$ cat config.mk
export PLATFORM = sky130hd
export DESIGN_NAME = sscd_front
export DESIGN_NICKNAME = d
export VERILOG_FILES = /design/src/sv/sscd_pkg.sv /design/src/sv/sscd_front.sv
export SDC_FILE = /design/constraint.sdc
export NUM_CORES = 1
export LEC_CHECK = 0
export BUFFER_PORTS_ARGS = -buffer_cell sky130_fd_sc_hd__buf_2
export CAP_MARGIN = 20
export CORE_AREA = 2 2 92 94
export DETAILED_ROUTE_END_ITERATION = 12
export DIE_AREA = 0 0 94 96
export PLACE_DENSITY = 0.69
export SLEW_MARGIN = 30
export SYNTH_ARGS = -nofsm -noshare
export SYNTH_HDL_FRONTEND = slang
export SYNTH_SLANG_ARGS = --single-unit
$ cat constraint.sdc
create_clock -name vclk -period 1.5
set_input_delay 0.075 -clock vclk [all_inputs]
set_output_delay 0.075 -clock vclk [all_outputs]
set_load 0.05 [all_outputs]
$ cat src/sv/sscd_pkg.sv
package sscd_pkg;

   localparam int SIZE_X = 64;
   localparam int SIZE_Y = 64;
   localparam int SIZE_Z = 64;
   localparam int FRAC_BITS = 8;
   localparam int ID_OFFSET = 1000;
   localparam int VOXELS = SIZE_X * SIZE_Y * SIZE_Z;

   localparam int ADDR_W = (VOXELS > 1) ? $clog2(VOXELS) : 1;
   localparam int X_W = (SIZE_X > 1) ? $clog2(SIZE_X) : 1;
   localparam int Y_W = (SIZE_Y > 1) ? $clog2(SIZE_Y) : 1;
   localparam int Z_W = (SIZE_Z > 1) ? $clog2(SIZE_Z) : 1;
   localparam int XY_W = (X_W > Y_W) ? X_W : Y_W;
   localparam int IDX_W = (XY_W > Z_W) ? XY_W : Z_W;

   localparam int POS_W = 16;
   localparam int ID_W = 16;
   localparam int RD_W = 6;
   localparam int CNT_W = 16;
   localparam int SPC_W = 16;
   localparam int FILT_W = 17;
   localparam int CSR_IDX_W = 3;
   localparam int CSR_DATA_W = FILT_W;
   localparam int EPOCH_W = 8;
   localparam int Q_DEPTH = 2;
   localparam int QP_W = $clog2(Q_DEPTH);

   // radius scaled to the squared-distance domain
   localparam int BIGR_W = SPC_W + FRAC_BITS;
   localparam int H_W = BIGR_W + 2;
   localparam int DIV_CNT_W = $clog2(BIGR_W);
   localparam int SH_W = (IDX_W + FRAC_BITS > POS_W) ? IDX_W + FRAC_BITS : POS_W;
   localparam int D_W = SH_W + 2;
   localparam int M_W = D_W - 1 + SPC_W;
   localparam int T_W = 2 * M_W;
   localparam int S_W = T_W + 2;

   localparam logic [1:0] OP_SPLAT = 2'd0;
   localparam logic [1:0] OP_EOF = 2'd1;
   localparam logic [1:0] OP_READ = 2'd2;
   localparam logic [1:0] OP_NOP = 2'd3;

   localparam logic [CSR_IDX_W-1:0] CSR_RADIUS = 3'd0;
   localparam logic [CSR_IDX_W-1:0] CSR_SPACING_X = 3'd1;
   localparam logic [CSR_IDX_W-1:0] CSR_SPACING_Y = 3'd2;
   localparam logic [CSR_IDX_W-1:0] CSR_SPACING_Z = 3'd3;
   localparam logic [CSR_IDX_W-1:0] CSR_FILTER = 3'd4;

   typedef struct packed {
      logic [1:0] op;
      logic signed [POS_W-1:0] pos_x;
      logic signed [POS_W-1:0] pos_y;
      logic signed [POS_W-1:0] pos_z;
      logic [ID_W-1:0] marker_id;
      logic [RD_W-1:0] read_x;
      logic [RD_W-1:0] read_y;
      logic [RD_W-1:0] read_z;
   } req_type;

   typedef struct packed {
      logic [CNT_W-1:0] count_value;
      logic [CNT_W-1:0] max_count;
      logic marker_used;
   } rsp_type;

   typedef struct packed {
      logic [SPC_W-1:0] radius_mm;
      logic [SPC_W-1:0] spacing_x;
      logic [SPC_W-1:0] spacing_y;
      logic [SPC_W-1:0] spacing_z;
      logic signed [FILT_W-1:0] structure_filter;
   } cfg_type;

   typedef enum logic [2:0] {
      CMD_NOP,
      CMD_NEAR,
      CMD_SPHERE,
      CMD_EOF,
      CMD_READ
   } cmd_kind_type;

   typedef struct packed {
      cmd_kind_type kind;
      logic signed [POS_W-1:0] pos_x;
      logic signed [POS_W-1:0] pos_y;
      logic signed [POS_W-1:0] pos_z;
      logic [X_W-1:0] vx;
      logic [Y_W-1:0] vy;
      logic [Z_W-1:0] vz;
      logic rd_ok;
   } cmd_type;

   typedef enum logic [3:0] {
      ST_CLEAR,
      ST_IDLE,
      ST_READ,
      ST_DIV_GO,
      ST_DIV_WAIT,
      ST_MUL,
      ST_SQ,
      ST_CMP,
      ST_HIT,
      ST_MCLEAR,
      ST_DONE
   } back_state_type;

   function automatic logic [ADDR_W-1:0] vox_addr(input logic [X_W-1:0] x,
                                                  input logic [Y_W-1:0] y,
                                                  input logic [Z_W-1:0] z);
      logic [ADDR_W-1:0] a;
      a = ADDR_W'(ADDR_W'(x) * ADDR_W'(SIZE_Y) + ADDR_W'(y));
      a = ADDR_W'(a * ADDR_W'(SIZE_Z) + ADDR_W'(z));
      return a;
   endfunction

endpackage

$ cat src/sv/sscd_front.sv
module sscd_front import sscd_pkg::*; (
   input  logic    req_valid,
   output logic    req_ready,
   input  req_type req_data,
   input  cfg_type cfg,
   input  logic    q_full,
   input  logic    clearing,
   output logic    q_push,
   output cmd_type q_cmd
);

   logic signed [ID_W+1:0] filt_w, id_w, id_off_w;
   logic filt_ok, in_vol;
   int px, py, pz;

   function automatic logic axis_inside(input int p, input int size);
      return (2 * p >= -(1 << FRAC_BITS)) && (2 * p < (2 * size - 1) * (1 << FRAC_BITS));
   endfunction

   function automatic int nearest(input int p);
      return (p + (1 << (FRAC_BITS - 1))) >>> FRAC_BITS;
   endfunction

   always_comb begin
      px = req_data.pos_x;
      py = req_data.pos_y;
      pz = req_data.pos_z;
      filt_w = {cfg.structure_filter[FILT_W-1], cfg.structure_filter};
      id_w = {2'b00, req_data.marker_id};
      id_off_w = id_w + (ID_W+2)'(ID_OFFSET);
      filt_ok = filt_w[ID_W+1] || (filt_w == id_w) || (filt_w == id_off_w);
      in_vol = axis_inside(px, SIZE_X) && axis_inside(py, SIZE_Y) && axis_inside(pz, SIZE_Z);

      q_cmd.pos_x = req_data.pos_x;
      q_cmd.pos_y = req_data.pos_y;
      q_cmd.pos_z = req_data.pos_z;
      q_cmd.rd_ok = (int'(req_data.read_x) < SIZE_X) && (int'(req_data.read_y) < SIZE_Y) &&
                    (int'(req_data.read_z) < SIZE_Z);
      q_cmd.vx = X_W'(nearest(px));
      q_cmd.vy = Y_W'(nearest(py));
      q_cmd.vz = Z_W'(nearest(pz));
      q_cmd.kind = CMD_NOP;
      case (req_data.op)
         OP_SPLAT: begin
            if (filt_ok && in_vol) begin
               q_cmd.kind = (cfg.radius_mm == '0) ? CMD_NEAR : CMD_SPHERE;
            end
         end
         OP_EOF: begin
            q_cmd.kind = CMD_EOF;
         end
         OP_READ: begin
            q_cmd.kind = CMD_READ;
            q_cmd.vx = X_W'(req_data.read_x);
            q_cmd.vy = Y_W'(req_data.read_y);
            q_cmd.vz = Z_W'(req_data.read_z);
         end
         default: begin
            q_cmd.kind = CMD_NOP;
         end
      endcase
   end

   assign req_ready = !q_full && !clearing;
   assign q_push = req_valid && req_ready;

endmodule

**Word level (Yosys, flattened, before mapping)**

Cells that the tools add are included.

- Reduce and logical (&&, ||, !) cells: 14
- Eq/ne operators: 4
- $lt $le $gt $ge: 6
- Multiplexer cells: 4
- $add $sub $neg: 4

Operators by type and width:

| operator | number |
|---|---|
| $ge 17x9->1 const B | 3 |
| $lt 17x16->1 const B | 3 |
| $add 14x9->14 const B | 3 |
| $eq 17x18->1 | 1 |
| $mux 18 | 1 |
| $add 16x10->17 const B | 1 |
| $eq 17x17->1 | 1 |
| $logic_not 16->1 | 1 |
| $pmux 3 s3 | 1 |
| $logic_and 1x1->1 | 8 |
| $mux 2 | 2 |
| $eq 2x1->1 const B | 1 |
| $eq 2x2->1 const B | 1 |
| $logic_not 1->1 | 2 |
| $logic_not 2->1 | 1 |
| $logic_or 1x1->1 | 2 |

- Flip-flop bits (word level): 0
- Input port bits: 168
- Word-level logic and storage cells: 32
- Output and inout port bits: 72

**Longest topological paths before layout**

- Depth after elaboration: 7
- Mapped depth: 9
- Depth with buffers taken out: 8

**Least setup slack after synthesis**

OpenSTA, ideal clock, no wires.

- Path type: in2out
- From: in req_data[21] (netlist name)
- To: out q_cmd[67] (netlist name)
- Cell stages on the path: 9
- Arrival: 2.027 ns
- Path buffers: 1
- Slack: -0.602 ns
- Data required time: 1.425 ns
- Cell sequence: ha_1 > clkbuf_1 > xor2_1 > o21ai_0 > a21oi_1 > a31oi_1 > and4bb_2 > a41oi_2 > o21ai_1

RTL lines:

| what | line | RTL |
|---|---|---|
| start: declaration | sscd_front.sv:4 | `input req_type req_data,` |
| end: declaration | sscd_front.sv:9 | `output cmd_type q_cmd` |

==> out/metrics.cfg <==
[status]
run_status=complete, but fails checks
violations=setup timing

[drt]
drtIter0Drc=34
wl_met2_microns=3070
num_vias=2094
m1WireLength_microns=2100
top_layer=met4
viasPerCell=4.42
finalWirelength_microns=5580
firstDrtPassIters=4
ant_nets=0
route.detailed.drc=0
wl_per_cell_microns=11.8
wl_met3_microns=392

[sta]
timing.fmax_mhz=534
report.final.slew_viol_count=0
min_period_over_period=1.25
period_minus_slack_ns=1.87
setup_violations=2
setup_tns_ns=-0.726
finalHoldViolations=0
rsz0062_at_grt=yes
setup_ws_ns=-0.371

[setup_path]
slowest_stage=a2111o_1
crit_path_start_kind=input port
cpLargestDelayFamily=compound AO/OA/AOI/OAI gates
crit_top_cell=buf_6
path_cells=buf_6 > and3_4 > and2_4 > a211o_1 > a2111o_1 > nor2_2 > a41oi_4 > o21ai_4 > buf_6
path_max_fanout=3
worstPathArrival_ns=1.80
cp.depth=9
cpPeakStageDelay_ns=0.40
worstSetupPathType=input port to primary output
critPathCaptureType=primary output
critical_path_buf_inv_count=2
critPathRequiredTime_ns=1.42

[yosys]
seq_area_frac_synth=0
synth_nets=398
ys_warn_count=0
synth_area_per_cell_sq_um=6.86
syn_inst=226
syn-cell-area_sq_um=1550
ys_types=44

[finish]
final_cell_mix=142 x buf_2, 46 x buf_4, 24 x nand2_1
diodes=0
drive_above_1_share=0.591
final_area_sq_um=2550
layout_commonest_cell=buf_2
layout.nets=543
clkbuf_count=0
seq_cells=0
syn_to_final_growth_pct=64.4
fin_util=0.317
seq_area_sq_um=0

[floorplanning]
pin_count=240
die_w_microns=94
coreArea_sq_um=8050
dieArea_sq_um=9020
start_util=0.193
num_rows=33
dieHeight_microns=96

[grt]
grt_max_degree=35
grt_pass1_vias=1781
grt_remaining_overflow=0
grt.total_usage=0.103
grt_pass1_wl_microns=7740
antenna_found_initial=0

[worst_hold_path]
hp-class=input port to primary output
hold_depth=0

[power]
power.density_nw_per_um2=410
power_mw=1.05
ir_drop_mv=0.0900
p_leak_nw=1.24

[placement]
gp_congestion=0.856
io_buffers=149
hpwl_microns=4840
place_area_sq_um=2430
dp_slack_ns=-0.548

[run]
cap_violations=0

per-stage QoR:
step / instances / hold WS (ns)
6_report: 474 / 0.150
2_1_floorplan: 226 / 0.317
3_5_place_dp: 472 / 0.150
3_3_place_gp: 472 / 0.150
4_1_cts: 473 / 0.150
5_1_grt: 474 / 0.150
timing repair:
item,in CTS,in global routing
gates resized for setup,10,14
hold buffers,0,0
buffers inserted,1,1
pin swaps,5,7
hold endpoints to repair,0,0
setup endpoints to repair,2,2
final cells by class:
class / count / area [sq um]
Fill cell: 861 / 5500
Multi-Input combinational cell: 169 / 1230
Timing Repair Buffer: 198 / 1180
Tap cell: 105 / 131
Inverter: 2 / 7.51
path summary, 6_finish.rpt:
kind	slack, ns	startpoint	end
max	-0.37	req_data[60]	q_cmd[67]
min	0.15	req_data[35]	q_cmd[20]
per-layer routing:
| layer | vias up | track usage |
|---|---|---|
| li1 | 1032 | - |
| met1 | 957 | 0.116 |
| met5 | - | 0 |
| met2 | 103 | 0.217 |
| met3 | 2 | 0.00783 |
| met4 | 0 | 0.00483 |
logic make-up after synthesis:
kind of cell | after synthesis | synth area share
fa+ha+maj | 4 | 0.0323
xor+xnor | 41 | 0.231
mux | 4 | 0.0282
compound gates | 41 | 0.171
other cells | 1 | 0.00242
simple gates | 78 | 0.273
buf+inv | 57 | 0.261
Yosys cell counts (2+ instances only):
master | number | area share
a21oi_1 | 6 | 0.019
a31oi_1 | 3 | 0.012
and2_1 | 2 | 0.0081
and3_1 | 6 | 0.024
and4_1 | 2 | 0.011
buf_4 | 49 | 0.24
clkbuf_1 | 5 | 0.012
ha_1 | 4 | 0.032
inv_1 | 2 | 0.0048
mux2_2 | 3 | 0.022
nand2_1 | 24 | 0.058
nand3_1 | 12 | 0.039
nand4_1 | 5 | 0.020
nor2_1 | 7 | 0.017
nor2b_1 | 2 | 0.0081
nor3_1 | 4 | 0.013
nor4_1 | 6 | 0.024
o21ai_0 | 17 | 0.055
o21ai_1 | 3 | 0.0097
xnor2_1 | 20 | 0.11
xor2_1 | 21 | 0.12
power by group:
part | total (mW) | switching (mW) | internal [mW]
clock network | 0 | 0 | 0
logic | 1.05 | 0.649 | 0.398
registers | 0 | 0 | 0
Note: power is estimated with default switching activity, not from simulation.
