==> config.mk <==
export PLATFORM = sky130hd
export DESIGN_NAME = sscd_fifo
export DESIGN_NICKNAME = d
export VERILOG_FILES = /design/src/sv/sscd_pkg.sv /design/src/sv/sscd_fifo.sv
export SDC_FILE = /design/constraint.sdc
export NUM_CORES = 1
export LEC_CHECK = 0
export BUFFER_PORTS_ARGS = -buffer_cell sky130_fd_sc_hd__buf_4
export CORE_ASPECT_RATIO = 1.75
export CORE_MARGIN = 2
export CORE_UTILIZATION = 51
export CTS_BUF_LIST = sky130_fd_sc_hd__clkbuf_8 sky130_fd_sc_hd__clkbuf_16
export DETAILED_ROUTE_END_ITERATION = 12
export PLACE_DENSITY_LB_ADDON = 0.2
export SLEW_MARGIN = 20
export SYNTH_ARGS = -nofsm -noshare
export SYNTH_HDL_FRONTEND = slang
export SYNTH_SLANG_ARGS = --single-unit
==> constraint.sdc <==
create_clock -name clock -period 4.7 [get_ports clock]
set_input_delay 0.47 -clock clock [delete_from_list [all_inputs] [get_ports clock]]
set_output_delay 0.47 -clock clock [all_outputs]
set_load 0.1 [all_outputs]
==> src/sv/sscd_pkg.sv <==
package sscd_pkg;

   localparam int SIZE_X = 64;
   localparam int SIZE_Y = 64;
   localparam int SIZE_Z = 64;
   localparam int FRAC_BITS = 8;
   localparam int ID_OFFSET = 1000;
   localparam int VOXELS = SIZE_X * SIZE_Y * SIZE_Z;

   localparam int ADDR_W = (VOXELS > 1) ? $clog2(VOXELS) : 1;
   localparam int X_W = (SIZE_X > 1) ? $clog2(SIZE_X) : 1;
   localparam int Y_W = (SIZE_Y > 1) ? $clog2(SIZE_Y) : 1;
   localparam int Z_W = (SIZE_Z > 1) ? $clog2(SIZE_Z) : 1;
   localparam int XY_W = (X_W > Y_W) ? X_W : Y_W;
   localparam int IDX_W = (XY_W > Z_W) ? XY_W : Z_W;

   localparam int POS_W = 16;
   localparam int ID_W = 16;
   localparam int RD_W = 6;
   localparam int CNT_W = 16;
   localparam int SPC_W = 16;
   localparam int FILT_W = 17;
   localparam int CSR_IDX_W = 3;
   localparam int CSR_DATA_W = FILT_W;
   localparam int EPOCH_W = 8;
   localparam int Q_DEPTH = 2;
   localparam int QP_W = $clog2(Q_DEPTH);

   // radius scaled to the squared-distance domain
   localparam int BIGR_W = SPC_W + FRAC_BITS;
   localparam int H_W = BIGR_W + 2;
   localparam int DIV_CNT_W = $clog2(BIGR_W);
   localparam int SH_W = (IDX_W + FRAC_BITS > POS_W) ? IDX_W + FRAC_BITS : POS_W;
   localparam int D_W = SH_W + 2;
   localparam int M_W = D_W - 1 + SPC_W;
   localparam int T_W = 2 * M_W;
   localparam int S_W = T_W + 2;

   localparam logic [1:0] OP_SPLAT = 2'd0;
   localparam logic [1:0] OP_EOF = 2'd1;
   localparam logic [1:0] OP_READ = 2'd2;
   localparam logic [1:0] OP_NOP = 2'd3;

   localparam logic [CSR_IDX_W-1:0] CSR_RADIUS = 3'd0;
   localparam logic [CSR_IDX_W-1:0] CSR_SPACING_X = 3'd1;
   localparam logic [CSR_IDX_W-1:0] CSR_SPACING_Y = 3'd2;
   localparam logic [CSR_IDX_W-1:0] CSR_SPACING_Z = 3'd3;
   localparam logic [CSR_IDX_W-1:0] CSR_FILTER = 3'd4;

   typedef struct packed {
      logic [1:0] op;
      logic signed [POS_W-1:0] pos_x;
      logic signed [POS_W-1:0] pos_y;
      logic signed [POS_W-1:0] pos_z;
      logic [ID_W-1:0] marker_id;
      logic [RD_W-1:0] read_x;
      logic [RD_W-1:0] read_y;
      logic [RD_W-1:0] read_z;
   } req_type;

   typedef struct packed {
      logic [CNT_W-1:0] count_value;
      logic [CNT_W-1:0] max_count;
      logic marker_used;
   } rsp_type;

   typedef struct packed {
      logic [SPC_W-1:0] radius_mm;
      logic [SPC_W-1:0] spacing_x;
      logic [SPC_W-1:0] spacing_y;
      logic [SPC_W-1:0] spacing_z;
      logic signed [FILT_W-1:0] structure_filter;
   } cfg_type;

   typedef enum logic [2:0] {
      CMD_NOP,
      CMD_NEAR,
      CMD_SPHERE,
      CMD_EOF,
      CMD_READ
   } cmd_kind_type;

   typedef struct packed {
      cmd_kind_type kind;
      logic signed [POS_W-1:0] pos_x;
      logic signed [POS_W-1:0] pos_y;
      logic signed [POS_W-1:0] pos_z;
      logic [X_W-1:0] vx;
      logic [Y_W-1:0] vy;
      logic [Z_W-1:0] vz;
      logic rd_ok;
   } cmd_type;

   typedef enum logic [3:0] {
      ST_CLEAR,
      ST_IDLE,
      ST_READ,
      ST_DIV_GO,
      ST_DIV_WAIT,
      ST_MUL,
      ST_SQ,
      ST_CMP,
      ST_HIT,
      ST_MCLEAR,
      ST_DONE
   } back_state_type;

   function automatic logic [ADDR_W-1:0] vox_addr(input logic [X_W-1:0] x,
                                                  input logic [Y_W-1:0] y,
                                                  input logic [Z_W-1:0] z);
      logic [ADDR_W-1:0] a;
      a = ADDR_W'(ADDR_W'(x) * ADDR_W'(SIZE_Y) + ADDR_W'(y));
      a = ADDR_W'(a * ADDR_W'(SIZE_Z) + ADDR_W'(z));
      return a;
   endfunction

endpackage

==> src/sv/sscd_fifo.sv <==
module sscd_fifo import sscd_pkg::*; (
   input  logic    clock,
   input  logic    reset,
   input  logic    push,
   input  cmd_type push_cmd,
   output logic    full,
   input  logic    pop,
   output logic    empty,
   output cmd_type head
);

   cmd_type mem_ff [Q_DEPTH];
   logic [QP_W-1:0] wr_ptr_ff, rd_ptr_ff;
   logic [QP_W:0] cnt_ff, cnt_in;

   always_comb begin
      cnt_in = cnt_ff;
      if (push && !pop) begin
         cnt_in = cnt_ff + 1'b1;
      end else if (pop && !push) begin
         cnt_in = cnt_ff - 1'b1;
      end
   end

   always_ff @(posedge clock) begin
      if (reset) begin
         wr_ptr_ff <= '0;
         rd_ptr_ff <= '0;
         cnt_ff <= '0;
      end else begin
         if (push) begin
            wr_ptr_ff <= wr_ptr_ff + 1'b1;
         end
         if (pop) begin
            rd_ptr_ff <= rd_ptr_ff + 1'b1;
         end
         cnt_ff <= cnt_in;
      end
      if (push) begin
         mem_ff[wr_ptr_ff] <= push_cmd;
      end
   end

   assign full = (cnt_ff == (QP_W+1)'(Q_DEPTH));
   assign empty = (cnt_ff == '0);
   assign head = mem_ff[rd_ptr_ff];

endmodule

Word-level counts from Yosys, hierarchy flattened
Memory sizes are Yosys's and may differ from the RTL's. A register that Yosys moved wholly into a read port is not among the register bits.
Cells that the tools add are included.
Widths: inputs -> output; s select.

storage, ports and cells
  flip-flop bits (word level) = 4
  bits in writable memories = 140
  input bits = 74
  output and inout bits = 72
  word-level logic and storage cells = 21
  memories = 1

cells by class
  add/sub/neg operators = 4
  equal/unequal tests = 1
  mux-type cells = 6
  reductions and logical operators = 6

memories
  memory  depth  bits a word  read ports  clocked after memory_dff  wr ports  line             RTL
  mem_ff  2      70           1           1                         1         sscd_fifo.sv:12  cmd_type mem_ff [Q_DEPTH];

operators with widths
  kind                 number
  $mux 1               4
  $mux 2               2
  $add 1x1->1 const B  2
  $add 2x1->2 const B  1
  $eq 2x2->1 const B   1
  $logic_and 1x1->1    2
  $logic_not 1->1      2
  $logic_not 2->1      1
  $reduce_bool 2->1    1
  $sub 2x1->2 const B  1

Longest topological paths before layout
Gate-level depths: netlist of run 1.

  word-level depth = 4
  gate-level depth with buffers = 5
  gate-level depth less buffers = 5

Least setup slack after synthesis of run 1
OpenSTA, ideal clock, no wires.

  kind = input port to flip-flop
  start = input push
  end = memory mem_ff[0][0] (netlist name), enable pin
  setup time = 0.507 ns
  arrival time = 3.541 ns
  required time = 4.193 ns
  slack = 0.652 ns
  stages on the path = 1
  path buffers = 0
  path through = nor2b_1

on the way
  word-level cells in the longest chain between the ends = 2

ends and longest elaborated chain
  element                       line             RTL
  start, declared               sscd_fifo.sv:4   input logic push,
  $mux 1                        sscd_fifo.sv:39  if (push) begin
  $mux 1 (implied by the code)  sscd_fifo.sv:40  mem_ff[wr_ptr_ff] <= push_cmd;
  end, declared                 sscd_fifo.sv:12

Every way passes these cells.

==> impl_metrics.csv, run 1 <==
group,metric,value,unit
flow_run,maxCapViolCount,0,
clock_network,cts.htree.levels,4,
pwr,pwr_density_cell,542,nW/um^2
worst_setup_path,critPathMaxFanout,70,
sta,timing.setup.tns,0,ps
grt,largest_net_degree_at_the_start_of_global_routing,71,
routing,drt_wl_total,9290,um
pwr,power.switching,1.14,mW
floorplan,dieHeight,139,um
pwr,internal-power,2.74,mW
sta,timing.final.max_slew_violations,0,
grt,wire_length_of_the_first_global_routing_pass,13800,um
finish,finish.cell_count_without_fillers,537,
synthesis,synth_area_per_cell,22.0,um^2
worst_setup_path,worst_ep_arrival_time,2070,ps
finish,diodes,0,
clock_network,postCtsResizedCells,0,
clock_network,root_buffer,"sky130_fd_sc_hd__clkbuf_16",
worst_setup_path,timing.critical_path.to_type,"primary output",
pwr,static-leakage-power,2.72,nW
finish,design.final.nets,472,
sta,grt_setup_unrepaired,"false",
sta,clock-skew-final,6.19,ps
worst_setup_path,cpLargestDelayFamily,"flip-flops",
sta,max_freq,0.393,GHz
routing,remaining_drc_errors,0,
place,place_hpwl,5970,um
sta,finalHoldViolCount,0,
sta,final-setup-viol-count,0,
synthesis,async_flop_share,0,%
floorplan,io_pins,146,
worst_hold_path,hold_start,"push_cmd[55]",
routing,routedWlPerCell,17.3,um
worst_setup_path,critical_path_class,"reg2out",
clock_network,clockBufferDepth,2,
synthesis,yosys-top-cells-count,"140 x sky130_fd_sc_hd__edfxtp_1, 70 x sky130_fd_sc_hd__mux2_2, 7 x sky130_fd_sc_hd__buf_6",
grt,initial_antenna_violation_count,0,
clock_network,post_cts.repair.setup_buffers,0,
pwr,clockPowerShare,38.9,%
synthesis,synthesis.yosys.warnings,0,
synthesis,synth-edff-count,140,
outcome,status,"complete, no violations",
worst_hold_path,hold-path-endpoint,"mem_ff[0][55]",
sta,slew_margin_rel,35.1,%
sta,hold-worst-slack,246,ps
worst_setup_path,critical-path-slowest-cell,"sky130_fd_sc_hd__dfxtp_4",
clock_network,clock_insertion_delay_worst_skew,410,ps
worst_hold_path,whs_path_depth,1,
grt,number_of_global_route_vias_before_repair,2858,
worst_setup_path,r2r_end,"mem_ff[0][40]",
sta,worst_slew_pin_slew,973,ps
synthesis,ys.flop_type,"sky130_fd_sc_hd__edfxtp_1",
worst_setup_path,path_cells,"mux2_2 -> buf_4",
synthesis,syn_area,5280,um^2
synthesis,synth_area_leader_cell,"sky130_fd_sc_hd__edfxtp_1",
pwr,vdd.ir_drop.worst,0.000357,V
sta,final_min_period_over_clock_period,54.1,%
pwr,power.share.combinational,21.1,%
floorplan,start_util,51.9,%
synthesis,synth_top_cells_by_area,"sky130_fd_sc_hd__edfxtp_1 80%, sky130_fd_sc_hd__mux2_2 15%, sky130_fd_sc_hd__dfxtp_1 1.9%, sky130_fd_sc_hd__buf_6 1.5%, sky130_fd_sc_hd__nor2_1 0.36%",
worst_setup_path,worstPathRequired,4230,ps
grt,track_usage,17.2,%
synthesis,synth-seq-area-share,81.5,%
worst_setup_path,worst_r2r_startpoint,"wr_ptr_ff",
clock_network,tritoncts,"done",
place,place_ws,2330,ps
clock_network,cts.reportedPaths.clkPinSlew,60,ps
clock_network,cts_hold_repair_buffers,0,
worst_setup_path,worst-r2r-setup-slack,2650,ps
sta,fin_ws,2160,ps
pwr,sw_frac_of_total,29.3,%
floorplan,fp.coreArea,10200,um^2
clock_network,sinks_on_clock_net,145,
routing,dr_total_vias,2680,
routing,drt.antenna.violating_nets,0,
synthesis,postSynthNetCount,315,
worst_setup_path,buffer_and_inverter_count_on_the_worst_path,1,
worst_setup_path,critPathMaxStageDelay,950,ps
place,io_buffer_count,145,
worst_setup_path,worst_r2r_path_depth,2,
place,gpl.final_weighted_congestion,0.715,
finish,post_route_cells_drive_above_1_share,61.0,%
synthesis,yosysTopAreaCellShare,79.6,%
worst_hold_path,min_path_type,"in2reg",
pwr,power.total,3.88,mW
floorplan,placement_rows,49,
routing,router_iterations_before_antenna_repair,4,
worst_setup_path,cp-start-kind,"flop",
synthesis,register_bit_total_from_synthesis,145,
floorplan,fp.dieArea,11200,um^2
synthesis,ys_types,16,
clock_network,cts_made_buffers,17,
synthesis,postSynthCellCount,240,
floorplan,horizontal_die_dimension,80.9,um
synthesis,synthMostInstantiatedCell,"sky130_fd_sc_hd__edfxtp_1",
grt,grt_overflow,0,
finish,syn2layout_area_growth,35.3,%
routing,detail_route.iter0.violations,126,
pwr,seq_power_share,40.0,%
sta,period_needed,2540,ps
place,place.detailed.instances,505,
routing,drt-vias-per-instance,4.99,
==> worst reg2reg max path, stage by stage (launching register included) <==
cell and delay (ps):
sky130_fd_sc_hd__dfxtp_1 350, sky130_fd_sc_hd__nor2b_4 710, sky130_fd_sc_hd__buf_4 610
==> metal layers <==
layer | GRT usage (%) | vias up | wire [um]
li1 | - | 1255 | -
met1 | 16.0 | 1333 | 3260
met2 | 31.9 | 87 | 5440
met3 | 5.99 | 5 | 492
met4 | 7.94 | 0 | 93
met5 | 0 | - | 0
==> sequential cells by signal, summed over array words and instances, names as in the netlist, named ones only <==
| register | cells |
|---|---|
| mem_ff | 140 |
| cnt_ff | 2 |
| rd_ptr_ff | 1 |
| wr_ptr_ff | 1 |
==> worst max path at each step <==
stage / startpoint / to / slack (ps) / cells after the start
after floorplan: push / mem_ff[0][0] / 650 / 1
after CTS: flop / head[32] / 2110 / 2
final: flop / head[30] / 2160 / 2
after detailed placement: push / mem_ff[0][46] / 2330 / 3
after global placement: push / mem_ff[0][48] / 2360 / 3
after global routing: flop / head[33] / 2050 / 2
==> through the flow <==
stage | instance area [um^2] | util (%)
6_report | 7150 | 70.2
2_1_floorplan | 5280 | -
3_5_place_dp | 6470 | 63.6
3_3_place_gp | 6470 | 63.6
4_1_cts | 7150 | 70.2
5_1_grt | 7150 | 70.2
==> cells by family after synthesis <==
family	count (synthesis)	synth area share, %
DFF	145	81.5
muxes	70	14.9
buffers and inverters	9	1.66
and+or+nand+nor	9	0.876
xor gates and xnor gates	4	0.663
AOI/OAI and AO/OA	2	0.189
adders and majority gates	1	0.237
==> cell type report <==
cell class	count	area, um^2
Clock buffer	20	467
Tap cell	127	159
Timing Repair Buffer	146	1100
Inverter	1	3.75
Clock inverter	12	214
Fill cell	694	3030
Multi-Input combinational cell	86	902
Sequential cell	145	4310
==> cell usage in the layout (no fill, tap or decap) <==
cell type and count:
sky130_fd_sc_hd__o21ai_0 1, sky130_fd_sc_hd__clkbuf_16 17, sky130_fd_sc_hd__ha_1 1, sky130_fd_sc_hd__xnor2_1 2
sky130_fd_sc_hd__inv_1 3, sky130_fd_sc_hd__mux2_2 70, sky130_fd_sc_hd__and2_4 1, sky130_fd_sc_hd__bufinv_16 6
sky130_fd_sc_hd__nor2b_4 1, sky130_fd_sc_hd__xor2_1 2, sky130_fd_sc_hd__clkinv_4 1, sky130_fd_sc_hd__clkinvlp_4 1
sky130_fd_sc_hd__and2b_2 1, sky130_fd_sc_hd__dfxtp_1 4, sky130_fd_sc_hd__edfxtp_1 140, sky130_fd_sc_hd__a21oi_1 1
sky130_fd_sc_hd__or3_1 1, sky130_fd_sc_hd__clkbuf_8 3, sky130_fd_sc_hd__clkinv_2 2, sky130_fd_sc_hd__nor2_1 5
sky130_fd_sc_hd__buf_4 146, sky130_fd_sc_hd__dfxtp_4 1
==> power by group through the flow <==
stage	registers, mW	logic, mW	clock network [mW]
final	1.55	0.818	1.51
after global routing	1.56	0.842	1.58
after CTS	1.55	0.824	1.53
after detailed placement	1.58	0.823	0
after global placement	1.57	0.819	0
after floorplan	1.55	0.666	0
Power figures use the tool's default switching activity.
==> run 2, diff against run 1 <==
--- a/config.mk
+++ b/config.mk
@@ -8,7 +8,7 @@
 export BUFFER_PORTS_ARGS = -buffer_cell sky130_fd_sc_hd__buf_4
 export CORE_ASPECT_RATIO = 1.75
 export CORE_MARGIN = 2
-export CORE_UTILIZATION = 51
+export CORE_UTILIZATION = 47
 export CTS_BUF_LIST = sky130_fd_sc_hd__clkbuf_8 sky130_fd_sc_hd__clkbuf_16
 export DETAILED_ROUTE_END_ITERATION = 12
 export PLACE_DENSITY_LB_ADDON = 0.2
==> constraint.sdc (replaced) <==
create_clock -name clock -period 2.2 [get_ports clock]
set_input_delay 0.22 -clock clock [delete_from_list [all_inputs] [get_ports clock]]
set_output_delay 0.22 -clock clock [all_outputs]
set_load 0.1 [all_outputs]
==> impl_metrics.csv, run 2 (same netlist as run 1, synthesis figures left out) <==
group,metric,value,unit
outcome,status,"complete, no violations",
finish,fin_area,7850,um^2
routing,routed-wl-met2,5990,um
routing,remaining_drc_errors,0,
worst_setup_path,worst_r2r_path_depth,2,
finish,max_flop_register,"mem_ff",
floorplan,start_util,47.9,%
finish,diodes,0,
worst_setup_path,worst-r2r-setup-slack,720,ps
floorplan,fp.dieArea,12100,um^2
worst_setup_path,critical_path_class,"reg2out",
sta,finalHoldViolCount,0,
sta,clock-skew-final,4.17,ps
routing,highest-signal-layer,"met4",
routing,dr_total_vias,2993,
clock_network,cts.htree.levels,4,
worst_setup_path,worstSetupEndpoint,"head[50]",
worst_setup_path,r2r_end,"mem_ff[1][68]",
sta,grt_setup_unrepaired,"false",
finish,number_of_flip_flops_in_the_largest_register,140,
floorplan,horizontal_die_dimension,84.2,um
floorplan,fp.coreArea,11000,um^2
routing,detail_route.iter0.violations,110,
clock_network,cts.reportedPaths.clkPinSlew,50,ps
finish,post_route_cells_drive_above_1_share,52.2,%
routing,drt-vias-per-instance,4.85,
grt,track_usage,18.0,%
routing,detailroute.wirelength.met3,487,um
grt,largest_net_degree_at_the_start_of_global_routing,34,
sta,final_min_period_over_clock_period,93.0,%
pwr,pwr_density_cell,1020,nW/um^2
finish,syn2layout_area_growth,48.5,%
worst_setup_path,timing.critical_path.to_type,"primary output",
worst_hold_path,min_path_type,"in2reg",
place,gpl.final_weighted_congestion,0.723,
worst_setup_path,critPathMaxFanout,21,
flow_run,maxCapViolCount,0,
worst_setup_path,worst_r2r_startpoint,"wr_ptr_ff",
place,place_hpwl,6740,um
finish,design.final.nets,548,
sta,final-setup-viol-count,0,
routing,drt.antenna.violating_nets,0,
place,post_dp_cell_area,6570,um^2
worst_setup_path,worstPathRequired,1980,ps
grt,grt_overflow,0,
worst_setup_path,worst_ep_arrival_time,1830,ps
clock_network,postCtsResizedCells,0,
routing,routedWlPerCell,17.1,um
sta,period_needed,2050,ps
finish,final_common_cell,"sky130_fd_sc_hd__buf_4",
clock_network,post_cts.repair.setup_buffers,0,
pwr,vdd.ir_drop.worst,0.000733,V
sta,timing.setup.tns,0,ps
floorplan,io_pins,146,
clock_network,sinks_on_clock_net,145,
grt,number_of_global_route_vias_before_repair,3194,
floorplan,placement_rows,51,
finish,final_cell_mix,"148 x sky130_fd_sc_hd__buf_4, 140 x sky130_fd_sc_hd__edfxtp_1, 70 x sky130_fd_sc_hd__mux2_2, 70 x sky130_fd_sc_hd__dlygate4sd3_1, 17 x sky130_fd_sc_hd__clkbuf_16",
clock_network,cts_made_buffers,17,
routing,m1WireLength,3860,um
routing,router_iterations_before_antenna_repair,4,
clock_network,tritoncts,"done",
place,io_buffer_count,145,
finish,largest_registers,"mem_ff: 140 flops, cnt_ff: 2 flops",
floorplan,dieHeight,144,um
pwr,static-leakage-power,3.01,nW
clock_network,clock_insertion_delay_worst_skew,410,ps
clock_network,root_buffer,"sky130_fd_sc_hd__clkbuf_16",
sta,worst_slew_pin_slew,523,ps
finish,nFillCells,734,
grt,wire_length_of_the_first_global_routing_pass,15900,um
grt,initial_antenna_violation_count,0,
routing,drt_wl_total,10600,um
clock_network,clockBufferDepth,2,
sta,slew_margin_rel,65.1,%
worst_setup_path,cp-start-kind,"flop",
sta,max_freq,0.489,GHz
sta,timing.final.max_slew_violations,0,
run 2: worst max-delay path: stages (launching register included):
cell	delay [ps]
sky130_fd_sc_hd__dfxtp_4	530
sky130_fd_sc_hd__buf_4	280
sky130_fd_sc_hd__mux2_2	360
sky130_fd_sc_hd__buf_4	230
run 2: metal layers:
layer	vias up	global-route usage (%)
li1	1409	-
met4	0	8.23
met1	1463	18.9
met5	-	0
met3	17	5.37
met2	104	32.7
run 2: worst min path at each step:
stage,from,cells after the start,to,slack (ps)
after floorplan,reset,1,cnt_ff[1],290
after global placement,push_cmd[41],1,mem_ff[1][41],410
after detailed placement,push_cmd[13],1,mem_ff[1][13],410
after CTS,push_cmd[29],1,mem_ff[0][29],2
after global routing,push_cmd[29],1,mem_ff[1][29],1
final,push_cmd[29],1,mem_ff[0][29],20
run 2: per-stage QoR:
stage / utilization, % / total power [mW] / hold WS, ps / worst slack [ps] / cells
2_1_floorplan: - / 4.73 / 289 / 395 / 240
3_5_place_dp: 59.5 / 5.17 / 408 / 567 / 516
5_1_grt: 71.1 / 8.20 / 1.17 / 62.1 / 617
3_3_place_gp: 59.5 / 5.15 / 405 / 575 / 516
6_report: 71.1 / 7.98 / 16.5 / 155 / 617
4_1_cts: 71.1 / 8.04 / 1.53 / 113 / 617
run 2: power breakdown:
part,switching (mW),internal (mW),total (mW)
Clock,1.02,1.75,2.77
Sequential,0.0557,3.22,3.28
Combinational,1.39,0.533,1.93
Total,2.47,5.50,7.98
run 2: layout make-up:
cell class | count | area [um^2] | share of cell area, %
sequential | 145 | 4310 | 54.9
timing repair buffer | 222 | 1890 | 24.1
multi-input combinational | 86 | 902 | 11.5
clock buffer | 17 | 425 | 5.42
tap | 132 | 165 | 2.10
clock inverter | 14 | 150 | 1.91
inverter | 1 | 3.75 | 0.0478
run 2: repair_timing:
item / 4_1_cts / 5_1_grt
hold buffers: 70 / 0
endpoints found under the setup margin: 0 / 0
endpoints found under the hold margin: 142 / 0
==> run 3, diff against run 2 <==
--- a/config.mk
+++ b/config.mk
@@ -12,6 +12,7 @@
 export CTS_BUF_LIST = sky130_fd_sc_hd__clkbuf_8 sky130_fd_sc_hd__clkbuf_16
 export DETAILED_ROUTE_END_ITERATION = 12
 export PLACE_DENSITY_LB_ADDON = 0.2
+export RECOVER_POWER = 50
 export SLEW_MARGIN = 20
 export SYNTH_ARGS = -nofsm -noshare
 export SYNTH_HDL_FRONTEND = slang
==> impl_metrics.csv, run 3 (same netlist as run 1, synthesis figures left out) <==
group,metric,value,unit
routing,detail_route.iter0.violations,111,
finish,post_route_cells_drive_above_1_share,48.5,%
floorplan,io_pins,146,
worst_setup_path,worstPathRequired,1980,ps
sta,grt_setup_unrepaired,"false",
sta,period_needed,2040,ps
clock_network,root_buffer,"sky130_fd_sc_hd__clkbuf_16",
routing,routedWlPerCell,17.0,um
sta,timing.setup.tns,0,ps
clock_network,clockBufferDepth,2,
worst_setup_path,timing.critical_path.to_type,"primary output",
grt,initial_antenna_violation_count,0,
sta,worst_slew_pin_slew,920,ps
sta,slew_margin_rel,38.4,%
clock_network,sinks_on_clock_net,145,
place,place.detailed.instances,516,
grt,largest_net_degree_at_the_start_of_global_routing,34,
place,place_hpwl,6740,um
clock_network,cts_made_buffers,17,
grt,wire_length_of_the_first_global_routing_pass,15900,um
routing,drt.antenna.violating_nets,0,
finish,multiInputGateArea,897,um^2
finish,final_common_cell,"sky130_fd_sc_hd__edfxtp_1",
sta,clock-skew-final,5.10,ps
finish,design.final.nets,548,
routing,drt_wl_total,10500,um
place,io_buffer_count,145,
grt,track_usage,18.0,%
clock_network,tritoncts,"done",
worst_setup_path,critPathMaxFanout,21,
pwr,power.total,7.96,mW
sta,timing.final.max_slew_violations,0,
grt,grt_overflow,0,
finish,nFillCells,754,
sta,final-setup-viol-count,0,
floorplan,placement_rows,51,
clock_network,post_cts.repair.setup_buffers,0,
worst_setup_path,r2r_end,"mem_ff[0][66]",
worst_setup_path,worst-r2r-setup-slack,500,ps
clock_network,cts.reportedPaths.clkPinSlew,60,ps
routing,remaining_drc_errors,0,
finish,final_cell_mix,"140 x sky130_fd_sc_hd__edfxtp_1, 77 x sky130_fd_sc_hd__buf_4, 70 x sky130_fd_sc_hd__mux2_2, 70 x sky130_fd_sc_hd__dlygate4sd3_1, 53 x sky130_fd_sc_hd__clkbuf_4",
floorplan,fp.dieArea,12100,um^2
routing,dr_total_vias,2991,
finish,largest_registers,"mem_ff: 140 flops, cnt_ff: 2 flops",
worst_setup_path,critical_path_class,"reg2out",
pwr,vdd.ir_drop.worst,0.000733,V
finish,max_flop_register,"mem_ff",
worst_setup_path,worst_r2r_path_depth,2,
floorplan,start_util,47.9,%
finish,syn2layout_area_growth,47.1,%
sta,finalHoldViolCount,0,
sta,final_min_period_over_clock_period,92.9,%
clock_network,clock_insertion_delay_worst_skew,410,ps
floorplan,dieHeight,144,um
pwr,static-leakage-power,2.93,nW
routing,router_iterations_before_antenna_repair,4,
sta,hold-worst-slack,73.4,ps
finish,finish.cell_count_without_fillers,617,
worst_hold_path,min_path_type,"in2reg",
pwr,pwr_density_cell,1020,nW/um^2
flow_run,maxCapViolCount,0,
finish,diodes,0,
finish,layout.area.seq,4310,um^2
floorplan,horizontal_die_dimension,84.2,um
sta,max_freq,0.489,GHz
place,gpl.final_weighted_congestion,0.723,
worst_setup_path,worst_ep_arrival_time,1820,ps
place,place_ws,567,ps
finish,number_of_flip_flops_in_the_largest_register,140,
worst_setup_path,worstSetupEndpoint,"head[3]",
outcome,status,"complete, no violations",
worst_setup_path,cp-start-kind,"flop",
grt,number_of_global_route_vias_before_repair,3194,
worst_setup_path,worst_r2r_startpoint,"wr_ptr_ff",
clock_network,cts.htree.levels,4,
routing,drt-vias-per-instance,4.85,
floorplan,fp.coreArea,11000,um^2
sta,fin_ws,155,ps
run 3: changes by cell type in the layout (fill, tap and decap cells not counted), sizes merged:
cell and delta:
clkbuf +71, buf -71
run 3: worst max-delay path: stages (launching register included):
cell                      delay [ps]
sky130_fd_sc_hd__dfxtp_4         530
sky130_fd_sc_hd__buf_4           280
sky130_fd_sc_hd__mux2_2          360
sky130_fd_sc_hd__buf_4           230
run 3: worst min path at each step:
stage | startpoint | end | slack, ps | cells past startpoint
2_1_floorplan | reset | cnt_ff[1] | 290 | 1
3_3_place_gp | push_cmd[41] | mem_ff[1][41] | 410 | 1
3_5_place_dp | push_cmd[13] | mem_ff[1][13] | 410 | 1
4_1_cts | push_cmd[29] | mem_ff[0][29] | 2 | 1
5_1_grt | push_cmd[29] | mem_ff[1][29] | 100 | 1
6_report | pop | rd_ptr_ff | 70 | 3
run 3: layout make-up:
class / count / share of cell area, %
clock inverter: 14 / 1.93
clock buffer: 17 / 5.47
tap: 132 / 2.12
inverter: 1 / 0.0483
timing repair buffer: 222 / 23.5
multi-input combinational: 86 / 11.5
sequential: 145 / 55.4
run 3: where the power goes:
part | total [mW] | internal (mW) | switching [mW]
logic | 1.91 | 0.514 | 1.39
registers | 3.28 | 3.22 | 0.0552
clock network | 2.77 | 1.75 | 1.02
run 3: what timing repair did:
action | CTS | global route
setup endpoints to repair | 0 | 0
gates resized for setup | 0 | 0
endpoints found under the hold margin | 142 | 0
hold buffers | 70 | 0
run 3: per-layer routing:
layer,global-route usage [%],up-vias,wire [um]
li1,-,1409,-
met1,18.9,1469,3910
met2,32.7,100,5990
met3,5.37,13,429
met4,8.23,0,196
met5,0,-,0
run 3: stage by stage:
step                      util [%]  area [um^2]
final                         70.4         7770
after global routing          70.4         7770
after CTS                     71.1         7850
after detailed placement      59.5         6570
after global placement        59.5         6570
after floorplan                  -         5290
